--- src/hw/rtl/cbl_pkg.sv ---
// ---------------------------------------------------------------------------
// cbl_pkg
// Shared character codes, lexer state codes, status codes and types for the
// CSV byte lexer.
// ---------------------------------------------------------------------------
package cbl_pkg;

   // characters with a meaning to the lexer
   localparam logic [7:0] CH_QUOTE = 8'h22;
   localparam logic [7:0] CH_COMMA = 8'h2C;
   localparam logic [7:0] CH_CR    = 8'h0D;
   localparam logic [7:0] CH_LF    = 8'h0A;
   localparam logic [7:0] CH_SPACE = 8'h20;

   // lexer state codes
   localparam logic [2:0] LX_ROW        = 3'd0;
   localparam logic [2:0] LX_PAD_PRE    = 3'd1;
   localparam logic [2:0] LX_PAD_END    = 3'd2;
   localparam logic [2:0] LX_QUOTED     = 3'd3;
   localparam logic [2:0] LX_QUOTE_SEEN = 3'd4;
   localparam logic [2:0] LX_UNQUOTED   = 3'd5;
   localparam logic [2:0] LX_COMMA      = 3'd6;
   localparam logic [2:0] LX_CR         = 3'd7;

   // status codes
   localparam logic [2:0] ST_RUN       = 3'd0;
   localparam logic [2:0] ST_LIMIT     = 3'd1;
   localparam logic [2:0] ST_END       = 3'd2;
   localparam logic [2:0] ST_BARE_LF   = 3'd3;
   localparam logic [2:0] ST_BAD_QUOTE = 3'd4;
   localparam logic [2:0] ST_BAD_PAD   = 3'd5;
   localparam logic [2:0] ST_CR_NO_LF  = 3'd6;
   localparam logic [2:0] ST_HALTED    = 3'd7;

   // decision taken by the lexer for one byte
   typedef struct packed {
      logic [2:0] next_state;
      logic       char_valid;
      logic       value_end;
      logic       row_end;
      logic [2:0] status;
   } cbl_decode_type;

   // one result item as held in the output register
   typedef struct packed {
      logic        char_valid;
      logic [7:0]  char_out;
      logic        value_end;
      logic        row_end;
      logic [2:0]  status;
      logic [31:0] byte_position;
   } cbl_result_type;

endpackage

--- src/hw/rtl/cbl_step.sv ---
// ---------------------------------------------------------------------------
// cbl_step
// Transition logic of the lexer: from the current state and one byte, the
// next state, the value and row flags and any syntax error.
// ---------------------------------------------------------------------------
module cbl_step import cbl_pkg::*; (
   input  logic [2:0]     lex_state,
   input  logic [7:0]     data_byte,
   output cbl_decode_type decode
);

   // character classes
   logic is_quote, is_comma, is_cr, is_lf, is_space;

   assign is_quote = (data_byte == CH_QUOTE);
   assign is_comma = (data_byte == CH_COMMA);
   assign is_cr    = (data_byte == CH_CR);
   assign is_lf    = (data_byte == CH_LF);
   assign is_space = (data_byte == CH_SPACE);

   // per-state transition table
   always_comb begin
      decode            = '0;
      decode.next_state = lex_state;
      decode.status     = ST_RUN;
      unique case (lex_state)
         LX_QUOTED: begin
            if (is_quote) decode.next_state = LX_QUOTE_SEEN;
            else          decode.char_valid = 1'b1;
         end
         LX_UNQUOTED: begin
            priority if (is_quote || is_space) decode.next_state = LX_QUOTE_SEEN;
            else if (is_comma) begin
               decode.value_end  = 1'b1;
               decode.next_state = LX_COMMA;
            end
            else if (is_cr) decode.next_state = LX_CR;
            else if (is_lf) begin
               decode.value_end  = 1'b1;
               decode.row_end    = 1'b1;
               decode.next_state = LX_ROW;
            end
            else decode.char_valid = 1'b1;
         end
         LX_PAD_PRE: begin
            priority if (is_space) decode.next_state = LX_PAD_PRE;
            else if (is_cr) decode.next_state = LX_CR;
            else if (is_comma) begin
               decode.value_end  = 1'b1;
               decode.next_state = LX_COMMA;
            end
            else if (is_lf) begin
               decode.value_end  = 1'b1;
               decode.row_end    = 1'b1;
               decode.next_state = LX_ROW;
            end
            else if (is_quote) decode.next_state = LX_QUOTED;
            else begin
               decode.char_valid = 1'b1;
               decode.next_state = LX_UNQUOTED;
            end
         end
         LX_QUOTE_SEEN: begin
            // doubled quote gives a literal quote
            priority if (is_quote) begin
               decode.char_valid = 1'b1;
               decode.next_state = LX_QUOTED;
            end
            else if (is_space) decode.next_state = LX_PAD_END;
            else if (is_cr) decode.next_state = LX_CR;
            else if (is_lf) begin
               decode.value_end  = 1'b1;
               decode.row_end    = 1'b1;
               decode.next_state = LX_ROW;
            end
            else if (is_comma) begin
               decode.value_end  = 1'b1;
               decode.next_state = LX_COMMA;
            end
            else decode.status = ST_BAD_QUOTE;
         end
         LX_PAD_END: begin
            priority if (is_space) decode.next_state = LX_PAD_END;
            else if (is_comma) begin
               decode.value_end  = 1'b1;
               decode.next_state = LX_COMMA;
            end
            else if (is_cr) decode.next_state = LX_CR;
            else if (is_lf) begin
               decode.value_end  = 1'b1;
               decode.row_end    = 1'b1;
               decode.next_state = LX_ROW;
            end
            else decode.status = ST_BAD_PAD;
         end
         LX_COMMA: begin
            priority if (is_lf) begin
               decode.value_end  = 1'b1;
               decode.row_end    = 1'b1;
               decode.next_state = LX_ROW;
            end
            else if (is_cr) decode.next_state = LX_CR;
            else if (is_space) decode.next_state = LX_PAD_PRE;
            else if (is_quote) decode.next_state = LX_QUOTED;
            else if (is_comma) begin
               decode.value_end  = 1'b1;
               decode.next_state = LX_COMMA;
            end
            else begin
               decode.char_valid = 1'b1;
               decode.next_state = LX_UNQUOTED;
            end
         end
         LX_CR: begin
            if (is_lf) begin
               decode.value_end  = 1'b1;
               decode.row_end    = 1'b1;
               decode.next_state = LX_ROW;
            end
            else decode.status = ST_CR_NO_LF;
         end
         default: begin
            // row start
            priority if (is_lf) decode.status = ST_BARE_LF;
            else if (is_cr) decode.next_state = LX_CR;
            else if (is_comma) begin
               decode.value_end  = 1'b1;
               decode.next_state = LX_COMMA;
            end
            else if (is_quote) decode.next_state = LX_QUOTED;
            else if (is_space) decode.next_state = LX_PAD_PRE;
            else begin
               decode.char_valid = 1'b1;
               decode.next_state = LX_UNQUOTED;
            end
         end
      endcase
   end

endmodule

--- src/hw/rtl/csv_byte_lexer.sv ---
// ---------------------------------------------------------------------------
// csv_byte_lexer
// Byte-serial CSV tokenizer: one result item for every input byte.
// ---------------------------------------------------------------------------
// Each accepted byte gives exactly one result item in the next cycle, and a
// new byte is accepted in every cycle while the output register is empty or
// being taken, so the block runs at one byte per cycle; the lexer transition,
// the row count and the position count are all computed combinationally.
// row_limit (zero means no limit) must be written via csr_wr_en / csr_wr_data
// only while idle; the block does not enforce this. Any status but running
// halts the block until reset: later bytes report halted and change nothing.
module csv_byte_lexer import cbl_pkg::*; (
   input  logic        clock,
   input  logic        reset,
   // configuration
   input  logic        csr_wr_en,
   input  logic [15:0] csr_wr_data,
   // input bytes
   input  logic        req_valid,
   output logic        req_stall,
   input  logic [7:0]  req_data_byte,
   input  logic        req_last_byte,
   // result items
   output logic        rsp_valid,
   input  logic        rsp_stall,
   output logic        rsp_char_valid,
   output logic [7:0]  rsp_char_out,
   output logic        rsp_value_end,
   output logic        rsp_row_end,
   output logic [2:0]  rsp_status,
   output logic [31:0] rsp_byte_position
);

   logic [15:0]    row_limit_ff, row_limit_in;
   logic [2:0]     lex_state_ff, lex_state_in;
   logic [15:0]    rows_done_ff, rows_done_in;
   logic [31:0]    position_ff, position_in;
   logic           halted_ff, halted_in;
   logic           rsp_valid_ff, rsp_valid_in;
   cbl_result_type result_ff, result_in;

   cbl_decode_type decode;
   logic           accept;
   logic [15:0]    rows_next;
   logic           limit_hit;
   logic [2:0]     status;

   // lexer transition for the offered byte
   cbl_step u_step (
      .lex_state (lex_state_ff),
      .data_byte (req_data_byte),
      .decode    (decode)
   );

   // output register frees up when empty or being taken
   assign req_stall = rsp_valid_ff && rsp_stall;
   assign accept    = req_valid && !req_stall;

   // row count after this byte and the limit check
   assign rows_next = (rows_done_ff == 16'hFFFF) ? rows_done_ff : rows_done_ff + 16'd1;
   assign limit_hit = (row_limit_ff != 16'd0) && (rows_next >= row_limit_ff);

   // status of this byte: halted first, then errors, then row limit, then input end
   always_comb begin
      priority if (halted_ff)                status = ST_HALTED;
      else if (decode.status != ST_RUN)      status = decode.status;
      else if (decode.row_end && limit_hit)  status = ST_LIMIT;
      else if (req_last_byte)                status = ST_END;
      else                                   status = ST_RUN;
   end

   // next values of state and result
   always_comb begin
      row_limit_in = csr_wr_en ? csr_wr_data : row_limit_ff;
      lex_state_in = lex_state_ff;
      rows_done_in = rows_done_ff;
      position_in  = position_ff;
      halted_in    = halted_ff;
      rsp_valid_in = rsp_valid_ff && rsp_stall;
      result_in    = result_ff;

      if (accept) begin
         rsp_valid_in            = 1'b1;
         result_in               = '0;
         result_in.status        = status;
         result_in.byte_position = position_ff;
         if (!halted_ff) begin
            result_in.char_valid = decode.char_valid;
            result_in.char_out   = decode.char_valid ? req_data_byte : 8'd0;
            result_in.value_end  = decode.value_end;
            result_in.row_end    = decode.row_end;
            if (decode.status == ST_RUN) begin
               lex_state_in = decode.next_state;
               if (decode.row_end) rows_done_in = rows_next;
            end
            halted_in = (status != ST_RUN);
            if (position_ff != 32'hFFFF_FFFF) position_in = position_ff + 32'd1;
         end
      end
   end

   // control registers
   always_ff @(posedge clock) begin
      if (reset) begin
         row_limit_ff <= 16'd0;
         lex_state_ff <= LX_ROW;
         rows_done_ff <= 16'd0;
         position_ff  <= 32'd0;
         halted_ff    <= 1'b0;
         rsp_valid_ff <= 1'b0;
      end else begin
         row_limit_ff <= row_limit_in;
         lex_state_ff <= lex_state_in;
         rows_done_ff <= rows_done_in;
         position_ff  <= position_in;
         halted_ff    <= halted_in;
         rsp_valid_ff <= rsp_valid_in;
      end
   end

   // result payload
   always_ff @(posedge clock) begin
      result_ff <= result_in;
   end

   assign rsp_valid         = rsp_valid_ff;
   assign rsp_char_valid    = result_ff.char_valid;
   assign rsp_char_out      = result_ff.char_out;
   assign rsp_value_end     = result_ff.value_end;
   assign rsp_row_end       = result_ff.row_end;
   assign rsp_status        = result_ff.status;
   assign rsp_byte_position = result_ff.byte_position;

endmodule

--- config.mk ---
export PLATFORM = sky130hd
export DESIGN_NAME = csv_byte_lexer
export DESIGN_NICKNAME = d
export VERILOG_FILES = /design/src/hw/rtl/cbl_pkg.sv /design/src/hw/rtl/cbl_step.sv /design/src/hw/rtl/csv_byte_lexer.sv
export SDC_FILE = /design/constraint.sdc
export NUM_CORES = 1
export LEC_CHECK = 0
export BUFFER_PORTS_ARGS = -buffer_cell sky130_fd_sc_hd__buf_2
export CAP_MARGIN = 40
export CORE_AREA = 2 2 119 121
export CTS_BUF_LIST = sky130_fd_sc_hd__clkbuf_4 sky130_fd_sc_hd__clkbuf_8
export DETAILED_ROUTE_END_ITERATION = 8
export DIE_AREA = 0 0 121 123
export GPL_TIMING_DRIVEN = 1
export MAX_ROUTING_LAYER = met4
export PLACE_DENSITY_LB_ADDON = 0.2
export SYNTH_ARGS = -nofsm -noshare
export SYNTH_HDL_FRONTEND = slang
export SYNTH_HIERARCHICAL = 1
export SYNTH_SLANG_ARGS = --single-unit
--- constraint.sdc ---
create_clock -name clock -period 5.7 [get_ports clock]
set_input_delay 1.14 -clock clock [delete_from_list [all_inputs] [get_ports clock]]
set_output_delay 1.14 -clock clock [all_outputs]
set_load 0.1 [all_outputs]
==> run summary <==
The number of global-route vias before repair is 4636. The first-pass GRT wire length is 22100 um. The worst path in the final design needs a cycle of 3820 ps, including I/O delays and setup. The count of endpoints failing hold in the final timing report came out at 0. The worst-case clock buffer depth is 2. The maximum level of the CTS H-tree is 4. The clock sink count came out at 115. Of the cells placed in the final design, the portion with a size suffix greater than 1 is 19.7%.

The initial antenna violation count is 0. The site row count is 43. The synthesized area per cell is 9.68 um^2.

The worst setup path is launched from an input pin. Measured along the x axis, the die boundary spans 121 um. Based on the critical path, the design can be clocked at up to 0.262 GHz.

CTS placed an instance of sky130_fd_sc_hd__clkbuf_8 at the clock tree root. The initial standard-cell utilization of the core came out at 44.4%. The internal power contribution is 1.45 mW. 0 antenna diodes ended up in the layout. The final worst-path cycle share is 67.0%. The share of power burned in the clock network came out at 39.8%.

The sequential fraction of the synthesis area is 45.7%. The first routing iteration left 305 violations. The floorplan core area is 0.0136 mm^2.

The mean number of vias per cell is 5.60. The post-synthesis net count is 672. The layout-stage area growth over the synthesis result is 15.0%.

The static leakage is 2.62 nW. The post-route setup TNS came out at 0 ps. The design draws 2.04 mW. After legalization and detailed placement, the total HPWL measured 9630 um.

The total detailed-routing wirelength is 13400 um. The share of power burned in combinational logic is 15.4%. The number of port buffers is 77. The critical path required time came out at 6050 ps. The global-route usage over all layers is 19.3%. Yosys instantiated no cell more often than sky130_fd_sc_hd__dfxtp_1. Setup repair after global routing left no endpoint under its margin.

Buffers inserted during clock tree synthesis total 17. The finished cells cover 0.00695 mm^2. The number of nets at the end of the flow is 741. The final setup skew came out at 11.5 ps. The count of yosys warnings during synthesis came out at 6. The final hold slack is 491 ps. For the pin with the worst max-slew slack, the measured transition is 788 ps.

At the worst endpoint, the arrival time is 4180 ps. The flow ran to the end, and the final reports show no timing, DRC or antenna violations. The CTS clock-pin slew for the worst setup and hold paths is 70 ps. The cell area that synthesis handed to floorplanning was 0.00604 mm^2. The total cell area at the placement stage is 0.00652 mm^2.

The analysis attributes to net switching a power of 0.592 mW. Setup violations remaining at the end of the flow were counted as 0. The number of setup buffers added after CTS is 0.

The routed length per instance is 15.2 um. The count of hold-fix buffers inserted at cts came out at 0. The clock latency on the worst-skew pair came out at 430 ps.

The power density normalized to cell area came out at 294 mW/mm^2. The share of synthesized flip-flops with an asynchronous set or reset is 0%. The switching share of power came out at 29.0%. The synthesized design spends more area on one cell type than any other, namely sky130_fd_sc_hd__dfxtp_1.

The number of top-level pins came out at 78. The remaining design rule violation count is 0. The floorplan step defined a die boundary enclosing 0.0149 mm^2. The max-slew violation total from the final report is 0. The fill cell instance count of the final layout is 1265. The first TritonRoute pass finished after 5 iterations. The synthesized instance count is 624. Entering global routing, the biggest net connects 49 pins. TritonCTS built the clock tree.

Along the worst path, the maximum fanout reaches 9. Max-cap violations in this run came to 0. The final route contains 4959 vias. The count of nets left with antenna violations after detail routing is 0. The synthesized netlist contains 75 unique library cells.

The overall die height came out at 123 um. The critical path class is in2reg. In this run, synthesis inferred 46 flip-flops with an integrated enable. The sort of element at the end of the critical path is a flip-flop. The maximum vdd ir drop is 0.118 mV.

The register bit total from synthesis is 115. In this run, post-CTS repair resized a total of 0 instances. The worst hold path belongs to the class reg2reg. Measured against its own limit, the worst slew margin works out to 47.4%. The routability congestion estimate came out at 0.893. After global routing the overflow that remains totals 0. After synthesis, the cell types taking the most area are sky130_fd_sc_hd__dfxtp_1 23%, sky130_fd_sc_hd__edfxtp_1 23%, sky130_fd_sc_hd__ha_1 3.7%. The commonest register cell after synthesis is sky130_fd_sc_hd__dfxtp_1. The commonest cells after synthesis are 69 x sky130_fd_sc_hd__dfxtp_1, 57 x sky130_fd_sc_hd__nor2_1, 46 x sky130_fd_sc_hd__edfxtp_1. The sequential power share is 44.8%. The proportion of netlist area held by the largest area contributor is 22.9%.
==> area by class of cell <==
cell class / count / area (um^2) / share of cell area [%]
repair buffers: 81 / 415 / 5.98
multi-input cells: 448 / 3010 / 43.3
clock inverters: 11 / 161 / 2.32
inverters: 30 / 113 / 1.62
well taps: 180 / 225 / 3.24
clock buffers: 21 / 264 / 3.80
flip-flops and latches: 115 / 2760 / 39.8
==> critical path, cell delays in order <==
cell                       delay (ps)
sky130_fd_sc_hd__buf_2            160
sky130_fd_sc_hd__nor4b_4          540
sky130_fd_sc_hd__a21oi_1          180
sky130_fd_sc_hd__o211ai_1         210
sky130_fd_sc_hd__a211oi_1         160
sky130_fd_sc_hd__nor3_1           360
sky130_fd_sc_hd__nand4_1          350
sky130_fd_sc_hd__a21oi_1          450
sky130_fd_sc_hd__or4b_1           470
sky130_fd_sc_hd__a21oi_1          150
==> per-stage QoR <==
stage / util [%] / setup WS [ps] / cells
2_1_floorplan: - / 2130 / 624
3_3_place_gp: 47.9 / 1590 / 854
3_5_place_dp: 47.9 / 1480 / 854
4_1_cts: 51.1 / 1930 / 886
5_1_grt: 51.1 / 1570 / 886
6_report: 51.1 / 1880 / 886
==> flip-flops by register name (all words and copies together) (netlist names) <==
signal / count
rows_done_ff: 16
rsp_valid: 1
rsp_row_end: 1
halted_ff: 1
rsp_byte_position: 32
rsp_value_end: 1
rsp_status: 3
lex_state_ff: 3
rsp_char_out: 8
rsp_char_valid: 1
position_ff: 32
row_limit_ff: 16
==> power by group through the flow <==
stage               registers [mW]  logic [mW]  clock network [mW]
floorplan                     1.08       0.115                   0
global placement             0.935       0.315                   0
detailed placement           0.935       0.315                   0
CTS                          0.917       0.316               0.831
global route                 0.921       0.334               0.865
finish                       0.917       0.315               0.813
==> final timing paths <==
kind	startpoint	to	slack, ps	depth (start not counted)
min	position_ff[23]$_SDFFE_PP0P_	rsp_byte_position[23]$_DFFE_PP_	490	0
min reg2reg	position_ff[23]$_SDFFE_PP0P_	rsp_byte_position[23]$_DFFE_PP_	490	0
max reg2reg	rows_done_ff[0]$_SDFFE_PP0P_	rsp_status[1]$_DFFE_PP_	1880	11
max	req_data_byte[0]	rows_done_ff[9]$_SDFFE_PP0P_	1880	10
==> kinds of logic after synthesis <==
logic type	Yosys count	share of synthesized area, %
compound gates	137	15.2
xor+xnor	27	3.91
fa+ha+maj	18	3.73
buf+inv	61	4.51
flops	115	45.7
mux	24	4.06
simple gates	242	22.9
==> placed cells by master (no fill, tap or decap), types with 5 or more instances in the layout <==
cell | synthesis | final
sky130_fd_sc_hd__a211oi_1 | 6 | 6
sky130_fd_sc_hd__a21oi_1 | 42 | 42
sky130_fd_sc_hd__a31oi_1 | 8 | 8
sky130_fd_sc_hd__and2_1 | 13 | 13
sky130_fd_sc_hd__and3_1 | 6 | 6
sky130_fd_sc_hd__and4_1 | 5 | 5
sky130_fd_sc_hd__buf_2 | 2 | 77
sky130_fd_sc_hd__clkbuf_8 | 0 | 17
sky130_fd_sc_hd__dfxtp_1 | 69 | 69
sky130_fd_sc_hd__edfxtp_1 | 46 | 46
sky130_fd_sc_hd__ha_1 | 18 | 18
sky130_fd_sc_hd__inv_1 | 30 | 29
sky130_fd_sc_hd__mux2i_1 | 20 | 20
sky130_fd_sc_hd__nand2_1 | 39 | 39
sky130_fd_sc_hd__nand3_1 | 20 | 20
sky130_fd_sc_hd__nand4_1 | 16 | 16
sky130_fd_sc_hd__nor2_1 | 57 | 57
sky130_fd_sc_hd__nor2b_1 | 10 | 10
sky130_fd_sc_hd__nor3_1 | 11 | 11
sky130_fd_sc_hd__nor4_1 | 6 | 6
sky130_fd_sc_hd__o211ai_1 | 7 | 7
sky130_fd_sc_hd__o21a_1 | 5 | 5
sky130_fd_sc_hd__o21ai_0 | 23 | 23
sky130_fd_sc_hd__o31ai_1 | 7 | 7
sky130_fd_sc_hd__or3_1 | 20 | 20
sky130_fd_sc_hd__or4_1 | 7 | 7
sky130_fd_sc_hd__xnor2_1 | 21 | 21
sky130_fd_sc_hd__xor2_1 | 6 | 6
==> metal layers <==
| metal | GRT usage (%) | share of wire, % | vias up |
|---|---|---|---|
| li1 | - | - | 2461 |
| met1 | 23.1 | 45 | 2333 |
| met2 | 31.8 | 49 | 138 |
| met3 | 3.97 | 4.2 | 27 |
| met4 | 8.14 | 2.0 | 0 |
| met5 | - | 0 | - |
(Power assumes the default switching activity.)
